--- config.mk ---
export PLATFORM = sky130hd
export DESIGN_NAME = bmh_ram
export DESIGN_NICKNAME = d
export VERILOG_FILES = /design/src/hw/rtl/bmh_ram.sv
export SDC_FILE = /design/constraint.sdc
export NUM_CORES = 1
export LEC_CHECK = 0
export BUFFER_PORTS_ARGS = -buffer_cell sky130_fd_sc_hd__buf_4
export CAP_MARGIN = 40
export CORE_MARGIN = 5
export CORE_UTILIZATION = 60
export CTS_BUF_LIST = sky130_fd_sc_hd__clkbuf_8 sky130_fd_sc_hd__clkbuf_16
export DETAILED_ROUTE_END_ITERATION = 12
export PLACE_DENSITY = 0.79
export SYNTH_ARGS = -nofsm -noshare
export SYNTH_HDL_FRONTEND = slang
export SYNTH_SLANG_ARGS = --single-unit
export TNS_END_PERCENT = 100
--- constraint.sdc ---
create_clock -name i_clk -period 5.4 [get_ports i_clk]
set_clock_uncertainty 0.05 [all_clocks]
set_input_delay 1.08 -clock i_clk [delete_from_list [all_inputs] [get_ports i_clk]]
set_output_delay 1.08 -clock i_clk [all_outputs]
set_load 0.02 [all_outputs]
--- src/hw/rtl/bmh_ram.sv ---
module bmh_ram #(
    parameter int WIDTH = 8,
    parameter int DEPTH = 16
) (
    input  logic                     i_clk,
    input  logic                     i_we,
    input  logic [$clog2(DEPTH)-1:0] i_waddr,
    input  logic [WIDTH-1:0]         i_wdata,
    input  logic [$clog2(DEPTH)-1:0] i_raddr_a,
    input  logic [$clog2(DEPTH)-1:0] i_raddr_b,
    output logic [WIDTH-1:0]         o_rdata_a,
    output logic [WIDTH-1:0]         o_rdata_b
);

    logic [WIDTH-1:0] r_mem [DEPTH];

    always_ff @(posedge i_clk) begin
        if (i_we) begin
            r_mem[i_waddr] <= i_wdata;
        end
        o_rdata_a <= r_mem[i_raddr_a];
        o_rdata_b <= r_mem[i_raddr_b];
    end

endmodule

=== Word level (Yosys, flattened, before mapping) ===
Memory sizes are Yosys's and may differ from the RTL's. A register that Yosys moved wholly into a read port is not among the register bits.
Index checks and enable logic that the tools add are counted.

* Bits in registers: 0
* Memory bits (writable): 128
* Bits of input ports: 22
* Output and inout port bits: 16
* Word-level logic and storage cells: 3
* Memories kept: 1

* Mux-type cells: 2

{| class="wikitable"
|+ Memory list
! name !! depth !! bits a word !! rd ports !! clocked after memory_dff !! write ports !! line !! RTL
|-
| r_mem || 16 || 8 || 2 || 2 || 1 || 15 || <nowiki>logic [WIDTH-1:0] r_mem [DEPTH];</nowiki>
|}

{| class="wikitable"
|+ Operator list
! cell !! number
|-
| 1-bit two-way mux || 2
|}

=== Depth between registers and ports, before layout ===
* Depth after elaboration: 2
* Gate-level depth with buffers: 5

=== Least setup slack after synthesis ===
OpenSTA, ideal clock, no wires.

* Path kind: input port to flip-flop
* Start: input i_waddr[2]
* End: memory r_mem[0][0] (enable)
* Arrival time: 2.190 ns
* Required time: 4.967 ns
* Setup slack: 2.777 ns
* Cell stages on the path: 2
* Path buffers: 0
* Cells stage by stage: or3b_2 > nor3_1

{| class="wikitable"
|+ RTL lines
! element !! line !! RTL
|-
| start: declaration || 7 || <nowiki>input logic [$clog2(DEPTH)-1:0] i_waddr,</nowiki>
|-
| end: declaration || 15 ||
|}

No word-level cell before the write port.

=== Worst setup path after layout ===
* Start: input i_waddr[2]
* End: memory r_mem[0][0] (enable)

No word-level cell before the write port.

==> metrics <==
drt pass-1 iters=4; crit share post-route=0.438; worst hold slack=approximately 0.66 ns; leakage=roughly 0.0025 uW; combinational share of power=0.079; die area=12700 um^2; sequential share of power=0.479; initial DRC count=around 360; post-synth top area share=0.606; Layout fillers=roughly 630; WS Path Type=input port to flop; Gates resized, CTS repair=0; Worst Tran Pin Value=about 0.88 ns; post-synthesis sequential area ratio=0.656; P_int=2090 uW; CTS tree=done; num rows=37; Antenna Nets Post-Route=0; htree depth=4; Cells after Synth=307; hpwl dp=approximately 8900 um; CP Capture Type=flop; final worst slack=approximately 3.0 ns; min-delay src=r_mem[15][3]; routed wire length=14400 um; CTS Root Cell=clkbuf_8; syn nets=between 300 and 400; CORE AREA=10300 um^2; Hold Violations, Final=0; initial core utilization=0.615; layout cells sized above 1=0.297; Setup WS pre-CTS=2.50 ns; vias in the first global route=3616; Sw Ratio=0.207; Synth cell types=20; startpoint type of the worst setup path=input port; Buffers on Ports=37; FF/Latch Area=approximately 4200 um^2; Clock Power Share=0.442; final core occ=0.706; # setup viols final=0; die extent in y=between 100 and 150 um; Num Clock Sinks=about 140; total power=roughly 2600 uW; min-delay worst type=flop to flop; run status=completed; TNS Setup=0 ns; vias=around 3400; Syn-to-layout area delta=14.9%; count of nets after finishing=around 380; WP data arrival=2.53 ns; initial antenna violation count=0; Ys Warns=0; grt ovf=0; Req. time, crit path=5.57 ns; TritonCTS Buffers=17; flops & latches, synth=between 100 and 150; Clock Latency Late Sink=about 0.52 ns; post-CTS setup buffer count=0; syn avg cell area=approximately 21 um^2; Switch Pwr=545 uW; io pins=38; Post-CTS Hold Fix Bufs=0; antenna cell count=0; Via density=slightly below 7; Pwr Density=~360 nW/um^2; critical path peak fanout=5; CTS clk-pin slew, worst paths=0.06 ns; worst rel slew slack=0.412; RSZ-0062 raised after global routing=no; Min Clock Period, post-route=2.37 ns; Peak Freq=approximately 420 MHz; die span in x=between 100 and 150 um; Peak VDD IR=approximately 0.2 mV; FF-to-FF Start=r_mem[9][4]; Total Routing Usage GR=0.236; max_cap viols=0; cell taking the most area after synthesis=edfxtp_1; first-pass GRT wire length=21400 um; Synth area leaders=edfxtp_1 61%, mux4_2 12%, mux4_1 12%; Final Slew Violations=0; Residual DRC=0; synthesized cell area=between 6000 and 7000 um^2; CP startpoint=i_waddr[2]; Max clock buf depth=2; DR WL/cell=28.6 um; Multi-input gate area=approximately 2000 um^2; GPL Wtd Cong=about 0.84; largest net degree at the start of global routing=33
==> final timing paths <==
| check | depth (start not counted) | slack (ns) | endpoint |
|---|---|---|---|
| max | 4 | 3.03 | r_mem[0][0] |
| min | 3 | 0.66 | o_rdata_b[3] |
| max reg2reg | 3 | 3.82 | o_rdata_b[4] |
| min reg2reg | 3 | 0.66 | o_rdata_b[3] |
==> critical path, cell delays in order <==
cell and delay, ns:
buf_4 0.12, or3b_2 0.51, nor3_1 0.54, buf_2 0.29
==> layout make-up <==
type / instances / area share
multi-input cells: 143 / 0.276
flip-flops and latches: 144 / 0.571
well taps: 136 / 0.0233
clock buffers: 18 / 0.0587
clock inverters: 14 / 0.0220
repair buffers: 48 / 0.0491
==> routing by layer <==
metal,share of wire,global-route usage,vias to the layer above
li1,-,-,1433
met1,0.39,0.318,1811
met2,0.51,0.380,179
met3,0.084,0.0642,23
met4,0.016,0.0745,0
met5,0,0,-
==> layout by cell type, fill, tap and decap left out <==
cell type / netlist / routed
a22oi_1: 32 / 32
and2_1: 2 / 2
and2b_1: 2 / 2
buf_2: 6 / 1
buf_4: 2 / 47
bufinv_16: 0 / 4
clkbuf_16: 0 / 16
clkbuf_8: 0 / 2
clkinv_1: 0 / 2
clkinv_2: 0 / 2
dfxtp_1: 16 / 16
edfxtp_1: 128 / 128
inv_1: 0 / 6
mux4_1: 28 / 28
mux4_2: 34 / 34
mux4_4: 2 / 2
nand2_1: 17 / 17
nand2b_1: 2 / 2
nand3_1: 1 / 1
nand3b_1: 2 / 2
nor2_1: 14 / 14
nor2b_1: 2 / 2
nor3_1: 4 / 4
or3b_2: 1 / 1
==> stage by stage <==
stage,std cells,area [um^2]
after floorplan,307,6350
after global placement,463,6640
after detailed placement,470,6690
after CTS,502,7280
after global routing,503,7290
final,503,7290
==> power by group through the flow <==
stage | Combinational, uW | Sequential, uW | Clock [uW]
floorplan | 113 | 1300 | 0
global placement | 201 | 1280 | 0
detailed placement | 207 | 1280 | 0
CTS | 209 | 1260 | 1170
global route | 220 | 1260 | 1220
finish | 208 | 1260 | 1160
==> sequential cells by signal, summed over array words and instances (netlist names) <==
name       count
r_mem        128
o_rdata_a      8
o_rdata_b      8
==> cell families after synthesis <==
family | count (synthesis) | synth area share
compound gates | 32 | 0.0379
mux | 64 | 0.244
buf+inv | 20 | 0.0272
flops | 144 | 0.656
simple gates | 47 | 0.0343
==> synth_stat cells <==
| cell type | n |
|---|---|
| nand2_1 | 17 |
| nand3_1 | 1 |
| a22oi_1 | 32 |
| mux4_2 | 34 |
| mux4_1 | 28 |
| buf_4 | 2 |
| or3b_2 | 1 |
| buf_2 | 6 |
| dfxtp_1 | 16 |
| mux4_4 | 2 |
| nand2b_1 | 2 |
| edfxtp_1 | 128 |
| nor2_1 | 14 |
| clkdlybuf4s25_2 | 6 |
| nor2b_1 | 2 |
| nor3_1 | 4 |
| buf_6 | 6 |
| and2b_1 | 2 |
| and2_1 | 2 |
| nand3b_1 | 2 |
No activity file was read; power rests on OpenSTA's default activity.
