--- config.mk ---
export PLATFORM = sky130hd
export DESIGN_NAME = bmh_cmp
export DESIGN_NICKNAME = d
export VERILOG_FILES = /design/src/hw/rtl/bmh_pkg.sv /design/src/hw/rtl/bmh_cmp.sv
export SDC_FILE = /design/constraint.sdc
export NUM_CORES = 1
export LEC_CHECK = 0
export BUFFER_PORTS_ARGS = -buffer_cell sky130_fd_sc_hd__buf_2
export CAP_MARGIN = 25
export CORE_MARGIN = 5
export CORE_UTILIZATION = 53
export DETAILED_ROUTE_END_ITERATION = 6
export PLACE_DENSITY = 0.91
export SETUP_SLACK_MARGIN = 0.5
export SLEW_MARGIN = 20
export SYNTH_ARGS = -nofsm -noshare
export SYNTH_HDL_FRONTEND = slang
export SYNTH_SLANG_ARGS = --single-unit
--- constraint.sdc ---
create_clock -name vclk -period 6.64
set_input_delay 0.664 -clock vclk [all_inputs]
set_output_delay 0.664 -clock vclk [all_outputs]
set_load 0.01 [all_outputs]
--- src/hw/rtl/bmh_pkg.sv ---
package bmh_pkg;

    localparam int DEPTH     = 256;
    localparam int KEY_BITS  = 32;
    localparam int TAG_BITS  = 16;
    localparam int CFG_W     = 9;
    localparam int CAP_RESET = 256;

    localparam int AW = $clog2(DEPTH);
    localparam int CW = $clog2(DEPTH + 1);
    localparam int EW = KEY_BITS + TAG_BITS;

    localparam logic OP_INSERT = 1'b0;
    localparam logic OP_POP    = 1'b1;

    typedef enum logic [2:0] {
        ST_INSERTED = 3'd0,
        ST_REPLACED = 3'd1,
        ST_DROPPED  = 3'd2,
        ST_POPPED   = 3'd3,
        ST_EMPTY    = 3'd4
    } t_status;

    typedef enum logic [2:0] {
        S_IDLE,
        S_ROOT_CHK,
        S_POP_CHK,
        S_UP_RD,
        S_UP_CHK,
        S_DN_RD,
        S_DN_CHK,
        S_DONE
    } t_state;

    typedef struct packed {
        logic [KEY_BITS-1:0] key;
        logic [TAG_BITS-1:0] tag;
    } t_entry;

    typedef struct packed {
        logic b_min;
        logic child_lt;
        logic x_lt_a;
    } t_cmp;

endpackage

--- src/hw/rtl/bmh_cmp.sv ---
module bmh_cmp (
    input  logic [bmh_pkg::KEY_BITS-1:0] i_x_key,
    input  logic [bmh_pkg::KEY_BITS-1:0] i_a_key,
    input  logic [bmh_pkg::KEY_BITS-1:0] i_b_key,
    input  logic                         i_b_ok,
    output bmh_pkg::t_cmp                o_res
);

    import bmh_pkg::*;

    logic [KEY_BITS-1:0] w_min;
    logic                w_b_min;

    always_comb begin
        w_b_min        = i_b_ok && (i_b_key < i_a_key);
        w_min          = w_b_min ? i_b_key : i_a_key;
        o_res.b_min    = w_b_min;
        o_res.child_lt = w_min < i_x_key;
        o_res.x_lt_a   = i_x_key < i_a_key;
    end

endmodule

Yosys cells after proc, flatten, opt, wreduce, memory -nomap -nowiden
Index checks and enable logic that the tools add are counted.
Word-level totals
  register bits after elaboration: 0
  bits of input ports: 97
  output and inout port bits: 3
  word-level logic and storage cells: 5
Cells by class
  order comparisons: 3
  multiplexer cells: 1
  reduce and logical (&&, ||, !) cells: 1
Operators by type and width (number)
  less-than comparator 32 bit: 3
  2-to-1 mux 32 bit: 1
  logical AND 1 bit: 1

Longest topological paths before layout
Gate-level depths: netlist of the first run.
  depth in word-level cells: 4
  depth in mapped cells: 18
  mapped depth without buffers: 17

Worst setup path before layout of the first run
OpenSTA, ideal clock, no wires.
  kind: input port to output port
  from: input port i_a_key[1] (netlist bit)
  to: output port o_res[1] (netlist bit)
  arrival: 4.161 ns
  slack: 1.815 ns
  stages on the path: 17
  cell sequence: inv_1 > ha_1 > a2111oi_0 > a2111oi_0 > or3_1 > a221oi_4 > clkbuf_1 > nand2_1 > o21ai_0 > ha_1 > a21oi_1 > nand2_1 > a221o_1 > a221oi_1 > o21ai_0 > nor3_1 > a311o_1
RTL lines
  start: declaration: RTL line bmh_cmp.sv:3  | input logic [bmh_pkg::KEY_BITS-1:0] i_a_key,
  end: declaration: RTL line bmh_cmp.sv:6  | output bmh_pkg::t_cmp o_res

==> flow_metrics.py, run 1 <==
metrics = {
    "outcome": {
        "status": "completed",
    },
    "timing": {
        "setup_viol": 0,
        "hold_viol": 0,
        "clock.fmax_mhz": 183.4,
        "tns_ps": 0,
        "worstMarginPinSlew_ps": 650.1,
        "hold_ws_ps": 1751,
        "fin_crit_ps": 5452,
        "relSlewSlack_pct": 56.26,
        "slew_violations": 0,
        "period_share_pct": 82.10,
        "grt_setup_unrepaired": "no",
    },
    "grt": {
        "grt.total_usage_pct": 22.14,
        "grt_overflow": 0,
        "grt_max_degree": 33,
        "busiest_layer": "met2",
        "grt_pass1_wl_mm": 11.87,
        "grt_pass1_vias": 2994,
        "grtUsageMet2_pct": 43.27,
        "grtUsageMet3_pct": 2.494,
        "met1_usage_pct": 25.41,
        "antenna_found_initial": 0,
    },
    "floorplanning": {
        "ioPinCount": 100,
        "die_h_um": 79.30,
        "initial_core_util_pct": 54.24,
        "die_x_um": 79.30,
        "dieArea_um2": 6288,
        "rows": 25,
        "core-area_um2": 4692,
    },
    "layout": {
        "seq_cells": 0,
        "clockBufferCount": 0,
        "diodes": 0,
        "syn_to_final_growth_pct": 21.73,
        "fin_nets": 657,
        "drive_gt1_share_pct": 22.15,
        "register_area_um2": 0,
    },
    "clock_network": {
        "cts_setup_buffers": 0,
        "holdBufCountCts": 0,
        "post_cts_resized": 0,
    },
    "worst_setup_path": {
        "cp_data_required_time_ps": 5980,
        "path_max_fanout": 18,
        "worstSetupPathType": "input port to output port",
        "critPathArrivalTime_ps": 4790,
        "cp-end-kind": "output port",
        "worstSetupStartpointType": "input port",
    },
    "power_and_ir_drop": {
        "clockPowerShare_pct": 0,
        "ir_worst_vdd_mv": 0.03538,
        "power.leakage_nw": 1.852,
        "internal-power_mw": 0.09751,
        "p_per_area_nw_per_um2": 69.44,
        "power_switching_mw": 0.1176,
        "switching_share_pct": 54.67,
        "pwr-share-comb_pct": 100.0,
        "p_seq_share_pct": 0,
    },
    "hold_path": {
        "min_path_type": "input port to output port",
        "holdPathStages": 3,
    },
    "placement": {
        "numPortBuffers": 100,
        "place.gp.congestion": 0.9358,
        "hpwl_mm": 6.578,
    },
    "detailed_routing": {
        "drt_pass1_iterations": 4,
        "avgViaCountPerCell": 5.634,
        "wl_per_cell_um": 13.77,
        "wirelength_mm": 7.149,
        "vias": 2924,
        "drt-initial-drc-count": 83,
        "postRouteAntennaNets": 0,
        "drc": 0,
    },
    "logic_synthesis": {
        "synth_cell_types": 32,
        "synth_area_per_cell_um2": 6.878,
        "syn_area_um2": 2545,
        "ys_seq_area_share_pct": 0,
        "synth.net_count": 560,
        "yosys_warnings": 0,
        "syn_inst": 370,
    },
    "flow_run": {
        "max_cap_violations": 0,
    },
}
-- layer usage --
layer  routed length (um)  vias up
met2                 3603      113
li1                     -     1524
met1                 2891     1273
met4                  140        0
met3                  513       14
met5                    0        -
-- power by group through the flow --
| stage | clock network [mW] | logic (mW) | registers [mW] |
|---|---|---|---|
| detailed placement | 0 | 0.213 | 0 |
| finish | 0 | 0.215 | 0 |
| floorplan | 0 | 0.138 | 0 |
| global placement | 0 | 0.204 | 0 |
| CTS | 0 | 0.215 | 0 |
| global route | 0 | 0.247 | 0 |
-- area by class of cell --
cell class | count | area (um^2)
fill | 424 | 1594
multi-input combinational | 298 | 2271
inverter | 65 | 244.0
timing repair buffer | 102 | 515.5
tap | 54 | 67.56
-- worst paths after layout --
path              startpoint        to
setup / recovery  i_a_key[1]  o_res[1]
hold / removal    i_x_key[0]  o_res[1]
-- metrics by stage --
stage	worst slack, ps	cell area [um^2]	utilization (%)	power (mW)	std cells
after global placement	1320	3098	66.03	0.2037	519
final	1188	3098	66.03	0.2151	519
after CTS	1198	3098	66.03	0.2145	519
after detailed placement	1188	3098	66.03	0.2132	519
after global routing	846.3	3098	66.03	0.2468	519
after floorplan	1815	2545	-	0.1381	370
-- kinds of logic (layout without fill, tap and decap cells) --
kind of cell | after synthesis | count (layout) | share of synthesized area, %
compound gates | 102 | 102 | 24.43
simple gates | 102 | 102 | 18.68
fa+ha+maj | 93 | 93 | 45.72
buf+inv | 72 | 167 | 10.77
mux | 1 | 1 | 0.3933
-- cells in the final DEF, fill, tap and decap left out --
| cell type | instances |
|---|---|
| and2_1 | 2 |
| nand2b_1 | 3 |
| and4_1 | 2 |
| a21o_1 | 10 |
| buf_2 | 100 |
| nor4_1 | 1 |
| a31oi_1 | 2 |
| a211oi_1 | 2 |
| nand2_1 | 48 |
| o2111ai_1 | 1 |
| a221oi_4 | 1 |
| o21ai_0 | 46 |
| o2111a_1 | 1 |
| o21a_1 | 1 |
| a211o_1 | 1 |
| nand3_1 | 11 |
| buf_4 | 2 |
| ha_1 | 93 |
| mux2i_1 | 1 |
| a21oi_1 | 26 |
| nor3_1 | 5 |
| a2111oi_0 | 4 |
| a221oi_1 | 3 |
| or3_1 | 2 |
| nand4_1 | 14 |
| and3_1 | 1 |
| o211ai_1 | 2 |
| nor2b_1 | 2 |
| inv_1 | 65 |
| a221o_1 | 1 |
| a311o_1 | 1 |
| nor2_1 | 11 |
-- synth_stat cells --
| cell | n | area [um^2] |
|---|---|---|
| ha_1 | 93 | 1164 |
| inv_1 | 65 | 244.0 |
| nand2_1 | 48 | 180.2 |
| o21ai_0 | 46 | 230.2 |
| a21oi_1 | 26 | 130.1 |
| nand4_1 | 14 | 87.58 |
| nand3_1 | 11 | 55.05 |
| nor2_1 | 11 | 41.29 |
| a21o_1 | 10 | 75.07 |
| clkbuf_1 | 6 | 22.52 |
| nor3_1 | 5 | 25.02 |
| a2111oi_0 | 4 | 35.03 |
| a221oi_1 | 3 | 26.28 |
| nand2b_1 | 3 | 18.77 |
| a211oi_1 | 2 | 15.01 |
| a31oi_1 | 2 | 12.51 |
| and2_1 | 2 | 12.51 |
| and4_1 | 2 | 17.52 |
| nor2b_1 | 2 | 12.51 |
| o211ai_1 | 2 | 15.01 |
| or3_1 | 2 | 12.51 |
| a211o_1 | 1 | 8.760 |
| a221o_1 | 1 | 10.01 |
| a221oi_4 | 1 | 26.28 |
| a311o_1 | 1 | 10.01 |
| and3_1 | 1 | 6.260 |
| buf_4 | 1 | 7.510 |
| mux2i_1 | 1 | 10.01 |
| nor4_1 | 1 | 6.260 |
| o2111a_1 | 1 | 11.26 |
| o2111ai_1 | 1 | 8.760 |
| o21a_1 | 1 | 7.510 |
-- critical path: stages --
cell	delay (ps)
buf_2	90
inv_1	90
ha_1	240
a2111oi_0	330
a2111oi_0	110
or3_1	430
a221oi_4	590
buf_4	300
nand2_1	70
o21ai_0	80
ha_1	290
a21oi_1	150
nand2_1	70
a221o_1	340
a221oi_1	270
o21ai_0	180
nor3_1	190
a311o_1	160
buf_2	140
(Power assumes the default switching activity.)
==> inputs of run 2 (changes only) <==
--- a/config.mk
+++ b/config.mk
@@ -8,9 +8,9 @@
 export BUFFER_PORTS_ARGS = -buffer_cell sky130_fd_sc_hd__buf_2
 export CAP_MARGIN = 25
 export CORE_MARGIN = 5
-export CORE_UTILIZATION = 53
+export CORE_UTILIZATION = 47
 export DETAILED_ROUTE_END_ITERATION = 6
-export PLACE_DENSITY = 0.91
+export PLACE_DENSITY = 0.86
 export SETUP_SLACK_MARGIN = 0.5
 export SLEW_MARGIN = 20
 export SYNTH_ARGS = -nofsm -noshare
==> constraint.sdc (replaced) <==
create_clock -name vclk -period 4.6
set_input_delay 0.46 -clock vclk [all_inputs]
set_output_delay 0.46 -clock vclk [all_outputs]
set_load 0.01 [all_outputs]
==> run 2 against run 1 <==
Sequential share of layout area stayed put. Critical endpoint unchanged. Wire length grew 23%. Setup slack worse by 1100 ps. First-iteration DRC count is 140% higher. Cell area rose by 22%. Non-clock buffer count is 22 higher. Global-route usage down 0.91 points. Combinational power rose by 99%. Power rose by 99%. Via count increased by 8.6%.
==> flow_metrics.py, run 2 (synthesis gave the netlist of run 1 again) <==
metrics = {
    "outcome": {
        "status": "completed",
    },
    "floorplanning": {
        "ioPinCount": 100,
        "die_h_um": 83.59,
        "initial_core_util_pct": 49.20,
        "rows": 26,
        "die_x_um": 83.59,
        "core-area_um2": 5172,
        "dieArea_um2": 6986,
    },
    "detailed_routing": {
        "vias": 3176,
        "drc": 0,
        "drt-initial-drc-count": 198,
        "wirelength_mm": 8.816,
        "drt_pass1_iterations": 5,
        "postRouteAntennaNets": 0,
        "wl_per_cell_um": 15.83,
        "avgViaCountPerCell": 5.702,
    },
    "layout": {
        "multi_input_area_um2": 2629,
        "syn_to_final_growth_pct": 48.33,
        "mostFrequentLayoutCell": "buf_2",
        "fillers": 361,
        "clockBufferCount": 0,
        "drive_gt1_share_pct": 37.99,
        "register_area_um2": 0,
        "seq_cells": 0,
        "fin_nets": 679,
        "diodes": 0,
        "mostFrequentLayoutCells": "buf_2 (98), ha_1 (76), inv_1 (49)",
    },
    "worst_setup_path": {
        "critPathArrivalTime_ps": 4000,
        "cp_common_cell": "o21ai_0",
        "cpMaxStageDelayCell": "or3_4",
        "cp_slowest_stage_delay_ps": 390,
        "cp_data_required_time_ps": 4140,
        "worstSetupStartpointType": "input port",
        "cp-end-kind": "output port",
        "path_max_fanout": 12,
        "worstSetupPathType": "input port to output port",
        "path_cells": "buf_8 -> inv_8 -> ha_4 -> a2111oi_4 -> a2111oi_2 -> or3_4 -> a221oi_4 -> buf_6 -> bufbuf_16 -> nand2_1 -> o21ai_0 -> ha_1 -> and4_1 -> and3_1 -> o21ai_0 -> o21ai_2 -> a31oi_1 -> a311o_1 -> buf_2",
    },
    "grt": {
        "grt_overflow": 0,
        "grt_max_degree": 27,
        "grt_pass1_vias": 3209,
        "antenna_found_initial": 0,
        "grt_pass1_wl_mm": 13.14,
        "grt.total_usage_pct": 21.23,
    },
    "hold_path": {
        "min_path_type": "input port to output port",
    },
    "timing": {
        "setup_viol": 0,
        "clock.fmax_mhz": 224.0,
        "fin_crit_ps": 4464,
        "worstMarginPinSlew_ps": 376.6,
        "worst_slack_ps": 135.9,
        "hold_viol": 0,
        "period_share_pct": 97.05,
        "tns_ps": 0,
        "slew_violations": 0,
        "grt_setup_unrepaired": "yes",
        "relSlewSlack_pct": 74.24,
    },
    "placement": {
        "place.gp.congestion": 0.8738,
        "dp_slack_ps": 83.91,
        "hpwl_mm": 6.491,
        "numPortBuffers": 100,
    },
    "clock_network": {
        "holdBufCountCts": 0,
    },
    "power_and_ir_drop": {
        "power.leakage_nw": 2.020,
        "p_per_area_nw_per_um2": 113.2,
        "ir_worst_vdd_mv": 0.05315,
    },
    "flow_run": {
        "max_cap_violations": 0,
    },
}
-- run 2: changes by cell type in the layout (fill, tap and decap cells not counted), moves of 8 or more --
cell and delta:
buf_4 +15, ha_1 -17, ha_4 +17, inv_1 -16, inv_2 +9, o21ai_0 -8
-- run 2: worst paths after layout --
kind        from  endpoint  slack [ps]  cells past startpoint
min   i_x_key[0]  o_res[1]        1320                      3
max   i_a_key[1]  o_res[1]         140                     19
-- run 2: timing repair --
| item | CTS | global route |
|---|---|---|
| resized for setup | 41 | 41 |
| endpoints found under the setup margin | 1 | 1 |
| hold endpoints to repair | 0 | 0 |
| cloned | 2 | 1 |
| pin swaps | 24 | 32 |
| buffers inserted | 9 | 8 |
-- run 2: routing by layer --
metal / part of all wire (%) / vias up / track usage (%)
met2: 50 / 131 / 41.36
li1: - / 1567 / -
met1: 40 / 1448 / 24.53
met5: 0 / - / 0
met3: 6.1 / 30 / 2.172
met4: 3.6 / 0 / 4.532
-- run 2: power breakdown --
group          internal, mW  switching [mW]  leakage [nW]
Clock                     0               0             0
Sequential                0               0             0
Combinational         0.209           0.218          2.02
Total                 0.209           0.218          2.02
-- run 2: critical path, delay by kind of cell --
family / cells / cell delay, ps
compound gates: 8 / 1490
simple gates: 4 / 910
buf+inv: 5 / 750
fa+ha+maj: 2 / 400
-- run 2: layout make-up --
class	count	area share (%)
Inverter	65	7.060
Multi-Input combinational cell	298	69.64
Tap cell	70	2.320
Timing Repair Buffer	124	20.98
-- run 2: per-stage QoR --
stage                     instance area (um^2)  utilization (%)  power, mW  instances  hold slack [ps]
after detailed placement                  3187            61.61     0.3155        537             1302
after global routing                      3775            72.98     0.4727        557             1312
after floorplan                           2606                -     0.2082        370             1106
after CTS                                 3493            67.54     0.3645        548             1304
after global placement                    3187            61.61     0.3041        537             1315
final                                     3775            72.98     0.4273        557             1318
