## config.mk

```make
export PLATFORM = sky130hd
export DESIGN_NAME = bmh_ctrl
export DESIGN_NICKNAME = d
export VERILOG_FILES = /design/src/hw/rtl/bmh_pkg.sv /design/src/hw/rtl/bmh_ctrl.sv
export SDC_FILE = /design/constraint.sdc
export NUM_CORES = 1
export LEC_CHECK = 0
export BUFFER_PORTS_ARGS = -buffer_cell sky130_fd_sc_hd__buf_4
export CAP_MARGIN = 20
export CORE_UTILIZATION = 49
export CTS_CLUSTER_SIZE = 24
export DETAILED_ROUTE_END_ITERATION = 6
export HOLD_SLACK_MARGIN = 0.12
export PLACE_DENSITY = 0.86
export SYNTH_ARGS = -nofsm -noshare
export SYNTH_HDL_FRONTEND = slang
export SYNTH_SLANG_ARGS = --single-unit
```

## constraint.sdc

```tcl
create_clock -name i_clk -period 3.7 [get_ports i_clk]
set_input_delay 0.74 -clock i_clk [delete_from_list [all_inputs] [get_ports i_clk]]
set_output_delay 0.74 -clock i_clk [all_outputs]
set_load 0.1 [all_outputs]
```

## src/hw/rtl/bmh_pkg.sv

```systemverilog
package bmh_pkg;

    localparam int DEPTH     = 256;
    localparam int KEY_BITS  = 32;
    localparam int TAG_BITS  = 16;
    localparam int CFG_W     = 9;
    localparam int CAP_RESET = 256;

    localparam int AW = $clog2(DEPTH);
    localparam int CW = $clog2(DEPTH + 1);
    localparam int EW = KEY_BITS + TAG_BITS;

    localparam logic OP_INSERT = 1'b0;
    localparam logic OP_POP    = 1'b1;

    typedef enum logic [2:0] {
        ST_INSERTED = 3'd0,
        ST_REPLACED = 3'd1,
        ST_DROPPED  = 3'd2,
        ST_POPPED   = 3'd3,
        ST_EMPTY    = 3'd4
    } t_status;

    typedef enum logic [2:0] {
        S_IDLE,
        S_ROOT_CHK,
        S_POP_CHK,
        S_UP_RD,
        S_UP_CHK,
        S_DN_RD,
        S_DN_CHK,
        S_DONE
    } t_state;

    typedef struct packed {
        logic [KEY_BITS-1:0] key;
        logic [TAG_BITS-1:0] tag;
    } t_entry;

    typedef struct packed {
        logic b_min;
        logic child_lt;
        logic x_lt_a;
    } t_cmp;

endpackage

```

## src/hw/rtl/bmh_ctrl.sv

```systemverilog
module bmh_ctrl (
    input  logic                         i_clk,
    input  logic                         i_rst_n,
    input  logic                         i_in_valid,
    output logic                         o_in_ready,
    input  logic                         i_op,
    input  logic [bmh_pkg::KEY_BITS-1:0] i_key,
    input  logic [bmh_pkg::TAG_BITS-1:0] i_tag,
    output logic                         o_out_valid,
    input  logic                         i_out_ready,
    output logic [bmh_pkg::KEY_BITS-1:0] o_out_key,
    output logic [bmh_pkg::TAG_BITS-1:0] o_out_tag,
    output logic [2:0]                   o_status,
    output logic [bmh_pkg::CW-1:0]       o_fill_count,
    input  logic                         i_cfg_valid,
    output logic                         o_cfg_ready,
    input  logic [bmh_pkg::CFG_W-1:0]    i_cfg_data,
    output logic                         o_we,
    output logic [bmh_pkg::AW-1:0]       o_waddr,
    output bmh_pkg::t_entry              o_wdata,
    output logic [bmh_pkg::AW-1:0]       o_raddr_a,
    output logic [bmh_pkg::AW-1:0]       o_raddr_b,
    input  bmh_pkg::t_entry              i_rdata_a,
    input  bmh_pkg::t_entry              i_rdata_b,
    output logic [bmh_pkg::KEY_BITS-1:0] o_cmp_x,
    output logic                         o_cmp_b_ok,
    input  bmh_pkg::t_cmp                i_cmp
);

    import bmh_pkg::*;

    t_state              r_state, n_state;
    t_entry              r_x, n_x;
    logic [AW-1:0]       r_pos, n_pos;
    logic [CW-1:0]       r_cnt, n_cnt;
    logic [CFG_W-1:0]    r_cap;
    logic [KEY_BITS-1:0] r_okey, n_okey;
    logic [TAG_BITS-1:0] r_otag, n_otag;
    t_status             r_status, n_status;

    logic [CW-1:0] w_lim;
    logic          w_acc;
    logic          w_room;
    logic [AW-1:0] w_parent;
    logic [CW:0]   w_lc;
    logic [CW:0]   w_rc;
    logic          w_lc_in;
    logic          w_rc_in;

    always_comb begin
        if (r_cap == '0) begin
            w_lim = CW'(1);
        end else if (int'(r_cap) > DEPTH) begin
            w_lim = CW'(DEPTH);
        end else begin
            w_lim = CW'(r_cap);
        end
    end

    assign w_acc    = i_in_valid && o_in_ready;
    assign w_room   = r_cnt < w_lim;
    assign w_parent = (r_pos - AW'(1)) >> 1;
    assign w_lc     = (CW + 1)'({r_pos, 1'b1});
    assign w_rc     = w_lc + (CW + 1)'(1);
    assign w_lc_in  = w_lc < {1'b0, r_cnt};
    assign w_rc_in  = w_rc < {1'b0, r_cnt};

    assign o_cmp_x    = r_x.key;
    assign o_cmp_b_ok = (r_state == S_DN_CHK) && w_rc_in;

    assign o_cfg_ready  = 1'b1;
    assign o_out_key    = r_okey;
    assign o_out_tag    = r_otag;
    assign o_status     = r_status;
    assign o_fill_count = r_cnt;

    always_comb begin
        n_state = r_state;
        case (r_state)
            S_IDLE: begin
                if (w_acc) begin
                    if (i_op == OP_INSERT) begin
                        n_state = w_room ? S_UP_RD : S_ROOT_CHK;
                    end else begin
                        n_state = (r_cnt == '0) ? S_DONE : S_POP_CHK;
                    end
                end
            end
            S_ROOT_CHK: n_state = i_cmp.child_lt ? S_DN_RD : S_DONE;
            S_POP_CHK:  n_state = S_DN_RD;
            S_UP_RD:    n_state = (r_pos == '0) ? S_DONE : S_UP_CHK;
            S_UP_CHK:   n_state = i_cmp.x_lt_a ? S_UP_RD : S_DONE;
            S_DN_RD:    n_state = w_lc_in ? S_DN_CHK : S_DONE;
            S_DN_CHK:   n_state = i_cmp.child_lt ? S_DN_RD : S_DONE;
            S_DONE:     n_state = i_out_ready ? S_IDLE : S_DONE;
            default:    n_state = S_IDLE;
        endcase
    end

    always_comb begin
        o_in_ready  = 1'b0;
        o_out_valid = 1'b0;
        o_we        = 1'b0;
        o_waddr     = r_pos;
        o_wdata     = r_x;
        o_raddr_a   = '0;
        o_raddr_b   = '0;
        n_x         = r_x;
        n_pos       = r_pos;
        n_cnt       = r_cnt;
        n_okey      = r_okey;
        n_otag      = r_otag;
        n_status    = r_status;
        case (r_state)
            S_IDLE: begin
                o_in_ready = 1'b1;
                if (w_acc) begin
                    n_okey = '0;
                    n_otag = '0;
                    if (i_op == OP_INSERT) begin
                        n_x.key = i_key;
                        n_x.tag = i_tag;
                        if (w_room) begin
                            n_pos    = r_cnt[AW-1:0];
                            n_cnt    = r_cnt + CW'(1);
                            n_status = ST_INSERTED;
                        end
                    end else if (r_cnt == '0) begin
                        n_status = ST_EMPTY;
                    end else begin
                        o_raddr_b = AW'(r_cnt - CW'(1));
                    end
                end
            end
            S_ROOT_CHK: begin
                n_pos    = '0;
                n_status = i_cmp.child_lt ? ST_REPLACED : ST_DROPPED;
            end
            S_POP_CHK: begin
                n_okey   = i_rdata_a.key;
                n_otag   = i_rdata_a.tag;
                n_x      = i_rdata_b;
                n_cnt    = r_cnt - CW'(1);
                n_pos    = '0;
                n_status = ST_POPPED;
            end
            S_UP_RD: begin
                if (r_pos == '0) begin
                    o_we = 1'b1;
                end else begin
                    o_raddr_a = w_parent;
                end
            end
            S_UP_CHK: begin
                o_we = 1'b1;
                if (i_cmp.x_lt_a) begin
                    o_wdata = i_rdata_a;
                    n_pos   = w_parent;
                end
            end
            S_DN_RD: begin
                if (w_lc_in) begin
                    o_raddr_a = w_lc[AW-1:0];
                    o_raddr_b = w_rc[AW-1:0];
                end else begin
                    o_we = 1'b1;
                end
            end
            S_DN_CHK: begin
                o_we = 1'b1;
                if (i_cmp.child_lt) begin
                    o_wdata = i_cmp.b_min ? i_rdata_b : i_rdata_a;
                    n_pos   = i_cmp.b_min ? w_rc[AW-1:0] : w_lc[AW-1:0];
                end
            end
            S_DONE: begin
                o_out_valid = 1'b1;
            end
            default: begin
                o_we = 1'b0;
            end
        endcase
    end

    always_ff @(posedge i_clk) begin
        if (!i_rst_n) begin
            r_state <= S_IDLE;
            r_cnt   <= '0;
            r_cap   <= CFG_W'(CAP_RESET);
        end else begin
            r_state <= n_state;
            r_cnt   <= n_cnt;
            if (i_cfg_valid && o_cfg_ready) begin
                r_cap <= i_cfg_data;
            end
        end
    end

    always_ff @(posedge i_clk) begin
        r_x      <= n_x;
        r_pos    <= n_pos;
        r_okey   <= n_okey;
        r_otag   <= n_otag;
        r_status <= n_status;
    end

    a_cnt_bound: assert property (@(posedge i_clk) disable iff (!i_rst_n)
        r_cnt <= CW'(DEPTH))
        else $error("entry count above depth");

    a_empty_pop: assert property (@(posedge i_clk) disable iff (!i_rst_n)
        (w_acc && i_op == OP_POP && r_cnt == '0) |=>
        (o_out_valid && r_status == ST_EMPTY && r_cnt == '0))
        else $error("pop on empty heap not reported");

    a_wr_inside: assert property (@(posedge i_clk) disable iff (!i_rst_n)
        o_we |-> ((CW'(o_waddr) < r_cnt) || (r_cnt == '0)))
        else $error("write beyond held entries");

    a_ins_fill: assert property (@(posedge i_clk) disable iff (!i_rst_n)
        (o_out_valid && r_status == ST_INSERTED) |-> (r_cnt != '0))
        else $error("insert left heap empty");

    a_no_both: assert property (@(posedge i_clk) disable iff (!i_rst_n)
        !(o_in_ready && o_out_valid))
        else $error("accepting while result pending");

endmodule

```

* After elaboration in Yosys (flattened, before gate mapping)
Index checks and enable logic that the tools add are counted.
** Storage, ports and cells
- Bits in registers :: 128
- Input bits :: 162
- Output and inout bits :: 169
- Word-level logic and storage cells :: 101
** Operators by class
- $add $sub $neg :: 4
- Magnitude comparators :: 4
- Eq/ne operators :: 14
- Mux-type cells :: 53
- Reduce and logical (&&, ||, !) cells :: 17
** Operators by type and width (count)
- 48-bit 2-to-1 mux :: 5
- 48-bit one-hot mux with 2 select lines :: 2
- 8-bit 2-to-1 mux :: 11
- 32-bit one-hot mux with 2 select lines :: 1
- 9-bit 2-to-1 mux :: 5
- 32-bit 2-to-1 mux :: 1
- 16-bit one-hot mux with 2 select lines :: 1
- 8-bit one-hot mux with 2 select lines :: 2
- 8-bit one-hot mux with 4 select lines :: 1
- 3-bit 2-to-1 mux :: 9
- 3-bit one-hot mux with 7 select lines :: 1
- 9-bit logical NOT :: 2
- 9-bit less-than comparator :: 2
- 9-bit one-hot mux with 2 select lines :: 1
- 16-bit 2-to-1 mux :: 1
- 3-bit == test (second input constant) :: 4
- 9-bit by 1-bit adder with 10-bit output (second input constant) :: 1
- 10-bit by 9-bit less-than comparator with 1-bit output :: 1
- 2-bit != test (second input constant) :: 5
- 9-bit by 1-bit adder with 9-bit output (second input constant) :: 1
- 9-bit > comparator (second input constant) :: 1
- 3-bit one-hot mux with 3 select lines :: 1
- 9-bit by 1-bit subtractor with 9-bit output (second input constant) :: 1
- 8-bit logical NOT :: 1
- 18 further kinds :: 31

* Longest topological paths before layout
- Depth in word-level cells :: 8
- Gate-level depth with buffers :: 10
- Mapped depth without buffers :: 10

* Worst setup path after synthesis
No wires, ideal clock.
- Kind :: register -> output
- Start :: reg r_pos[0] (netlist: o_waddr[0])
- End :: out o_raddr_a[0] (netlist bit)
- Data arrival time :: 4.339 ns
- Required time :: 2.960 ns
- Setup slack :: -1.379 ns
- Stages on the path, launching flop included :: 8
- Buffers on the path :: 2
- Cell sequence :: edfxtp_1 > clkbuf_1 > inv_1 > ha_1 > nor4b_1 > or3_1 > clkbuf_1 > o21ai_0
** On the way
- Cells in the longest elaborated chain, start to end :: 3
- Elaborated cells on any way between the ends :: 6
- Those cells by class :: add/sub: 1; order compare: 1; mux: 3; reduce/logical: 1
** RTL lines
- start, declared :: RTL line bmh_ctrl.sv:34 : logic [AW-1:0] r_pos, n_pos;
- start signal, assigned :: RTL line bmh_ctrl.sv:201 : r_pos <= n_pos;
- 8-bit by 1-bit subtractor with 8-bit output, or another cell as far along :: RTL line bmh_ctrl.sv:62 : assign w_parent = (r_pos - AW'(1)) >> 1;
- 7-bit 2-to-1 mux or 8-bit 2-to-1 mux (tied branches) :: RTL line bmh_ctrl.sv:148, bmh_ctrl.sv:162
- 8-bit one-hot mux with 2 select lines (*) :: RTL line bmh_ctrl.sv:114 : case (r_state)
- end, declared :: RTL line bmh_ctrl.sv:21 : output logic [bmh_pkg::AW-1:0] o_raddr_a,
Mark *: on every way between the ends. The rest lies on a longest branch, timed or not.

* Final worst setup path
- Start :: reg r_cnt[1] (netlist: o_fill_count[1])
- End :: out o_raddr_b[3] (netlist bit)
** On the way
- Cells in the longest elaborated chain, start to end :: 5
- Elaborated cells on any way between the ends :: 8
- Those cells by class :: add/sub: 1; order compare: 1; mux: 5; reduce/logical: 1
** RTL lines
- start, declared :: RTL line bmh_ctrl.sv:35 : logic [CW-1:0] r_cnt, n_cnt;
- start signal, assigned :: RTL line bmh_ctrl.sv:192 : r_cnt <= n_cnt;
- 9-bit by 1-bit subtractor with 9-bit output or 9-bit logical NOT (tied branches)
- 8-bit 2-to-1 mux :: RTL line bmh_ctrl.sv:128 : end else if (r_cnt == '0) begin
- 8-bit 2-to-1 mux :: RTL line bmh_ctrl.sv:120 : if (i_op == OP_INSERT) begin
- 8-bit 2-to-1 mux :: RTL line bmh_ctrl.sv:117 : if (w_acc) begin
- 8-bit one-hot mux with 2 select lines (*) :: RTL line bmh_ctrl.sv:114
- end, declared :: RTL line bmh_ctrl.sv:22 : output logic [bmh_pkg::AW-1:0] o_raddr_b,
Marked as above.

==> results.ini <==
[floorplanning]
die_area_sq_mm = 0.0162
start_util_pct = 50.4
chipHeight_microns = 127
core_area_sq_mm = 0.0153
rows = 45
fp.dieW_microns = 127
io_pins = 331

[grt]
grt_pass1_wl_microns = 41600
grt_max_degree = 65
antenna_found_initial = 1
grt_pass1_vias = 7164
overflow = 0
grt_util_all_layers_pct = 34.8

[routing]
drtPass1Iterations = 7
route.detailed.drc = 5
routed_wl_microns = 28800
drtIter0Drc = 983
wl_per_cell_microns = 21.6
ant_nets = 0
routed_via_density = 5.79
vias = 7743

[worst_setup_path]
critPathCaptureType = primary output
path_buf_inv = 3
criticalPathCategory = reg -> out
cp_max_fo = 9
critical-path-top-delay-family = simple AND/OR/NAND/NOR gates
crit_required_ns = 2.96
worstSetupStartpointType = flip-flop
path_cells = inv_2 -> ha_4 -> or3b_4 -> or3_4 -> or4_4 -> nand4_1 -> buf_6 -> o2bb2ai_4 -> buf_6
slowest_delay_ns = 0.44
cp_slowest_cell = or4_4
cp.arrival_ns = 2.90
r2r_slack_ns = 0.66
crit_top_cell = buf_6

[synth]
synth_area_leaders = edfxtp_1 42%, nand2_1 8.9%, a222oi_1 6.3%, dfxtp_1 5.5%, ha_1 4.7%
synth_edf_count = 107
syn_avg_cell_area_sq_um = 9.44
synth.most_common_cell = nand2_1
ys_top_cells_by_count = 183 x nand2_1, 107 x edfxtp_1, 66 x inv_1, 51 x and2_1, 48 x a222oi_1
synth_nets = 1005
ys.flop_type = edfxtp_1
seq_area_frac_synth_pct = 47.3
syn-cell-area_sq_mm = 0.00769
netlist_instances = 814
yosysWarnings = 0
synth_top_area_share_pct = 41.8
ys_ff_latch = 128
async_flop_share_pct = 0
yosys.area.top_type = edfxtp_1
ys_types = 56

[clock_network]
cts.clk_slew.worst_paths_ns = 0.06
htree_levels = 4
cts_buffers = 17
cts_tree = yes
root_buffer = clkbuf_16
clk_path_buf_depth = 2
cts_sinks = 128
cts_hold_buf = 0
clk_latency_ns = 0.42

[place]
dp_hpwl_microns = 21300
io_buffers = 329
gp_congestion = 0.951
dp_worst_setup_slack_ns = 0.263

[sta]
rsz0062_at_grt = true
worst_pin_slew_ns = 0.966
fmax_mhz = 275
setup_tns_ns = 0
holdWs_ns = 0.537
fin_skew_ns = 0.00689
fin_ws_ns = 0.0639
setup_viol = 0
drv_slew = 0
fin_crit_ns = 3.64
slew_headroom_pct = 35.6
finalHoldViolCount = 0
min_period_over_period_pct = 98.3

[min_path]
hold_class = reg -> reg

[status]
outcome = finished with violations
violations = design-rule violations

[run]
max_cap_violations = 0

[layout]
drive_gt1_share_pct = 40.1
fin_nets = 1303
area_growth_syn_to_layout_pct = 46.6

stage by stage:
step	instances	utilization (%)	cell area, sq um
after global placement	1289	68.6	10500
after CTS	1327	72.9	11100
after global routing	1337	73.8	11300
after floorplan	814	-	8010
final	1337	73.8	11300
after detailed placement	1289	68.6	10500
cells in the final DEF (no fill, tap or decap), types with 5 or more instances in the layout:
| cell | netlist | layout |
|---|---|---|
| inv_1 | 66 | 62 |
| clkinv_2 | 0 | 5 |
| nand4_1 | 10 | 10 |
| ha_1 | 29 | 27 |
| edfxtp_1 | 107 | 107 |
| mux2i_1 | 14 | 14 |
| o21ai_0 | 22 | 20 |
| nor2b_1 | 7 | 7 |
| and2_1 | 51 | 50 |
| xor2_1 | 10 | 9 |
| clkbuf_16 | 0 | 17 |
| a22o_1 | 6 | 6 |
| nand3_1 | 7 | 6 |
| clkinvlp_4 | 0 | 5 |
| nand2_1 | 183 | 180 |
| o2bb2ai_4 | 0 | 10 |
| nor2_1 | 32 | 27 |
| xnor2_1 | 16 | 16 |
| buf_12 | 0 | 5 |
| a21oi_1 | 25 | 24 |
| nor2_4 | 0 | 5 |
| dfxtp_1 | 21 | 13 |
| nor3_1 | 8 | 7 |
| or3_1 | 8 | 7 |
| a222oi_1 | 48 | 48 |
| buf_4 | 34 | 344 |
| buf_6 | 3 | 13 |
metal layers:
layer	vias up	track usage, %	routed length (microns)
met5	-	0	0
met4	0	15.3	1110
met3	88	12.4	3800
met2	567	53.3	13000
met1	3637	44.4	10900
li1	3451	-	-
final cells by class:
class	instances	area, sq um
Fill cell	1071	3990
Clock buffer	18	429
Inverter	67	262
Sequential cell	128	3650
Timing Repair Buffer	366	2880
Antenna cell	1	2.50
Tap cell	211	264
Multi-Input combinational cell	532	3660
Clock inverter	14	116
kinds of logic (layout without fill, tap and decap cells):
logic type               Yosys count  in the layout  synth area share (%)
buffers and inverters            154            465                  9.78
XOR/XNOR                          26             26                  2.96
AO/OA/AOI/OAI                    136            136                  13.6
AND/OR/NAND/NOR                  326            326                  19.8
adder cells (fa/ha/maj)           29             29                  4.72
other                              1              2                0.0488
multiplexers                      14             14                  1.82
flip-flops                       128            128                  47.3
worst register-to-register path, delay by kind of cell (launching register included):
kind | cells | cell delay (ns)
compound gates | 4 | 0.81
fa+ha+maj | 1 | 0.26
buf+inv | 1 | 0.23
flops | 1 | 0.35
simple gates | 3 | 1.04
repair_timing:
item / 4_1_cts / 5_1_grt
gates cloned: 0 / 1
endpoints found under the setup margin: 16 / 18
gates resized for setup: 15 / 23
setup buffers: 6 / 8
pin swaps: 0 / 1
final timing paths:
check	startpoint	endpoint	cells past startpoint
worst min-delay path	r_cap[1]	r_cap[1]	2
worst max-delay path	o_fill_count[1]	o_raddr_b[3]	9
worst max register to register	r_cap[8]	o_waddr[7]	9
worst min register to register	r_cap[1]	r_cap[1]	2
registers in the layout, summed over array words and instances (netlist names):
signal,flops
o_cmp_x,32
o_out_key,32
o_out_tag,16
r_x,16
o_fill_count,9
r_cap,9
o_waddr,8
o_status,3
r_state,3
Power is left out: the tool's default activity adds up to more than one toggle a clock period on the data nets, which glitch-free logic cannot reach.
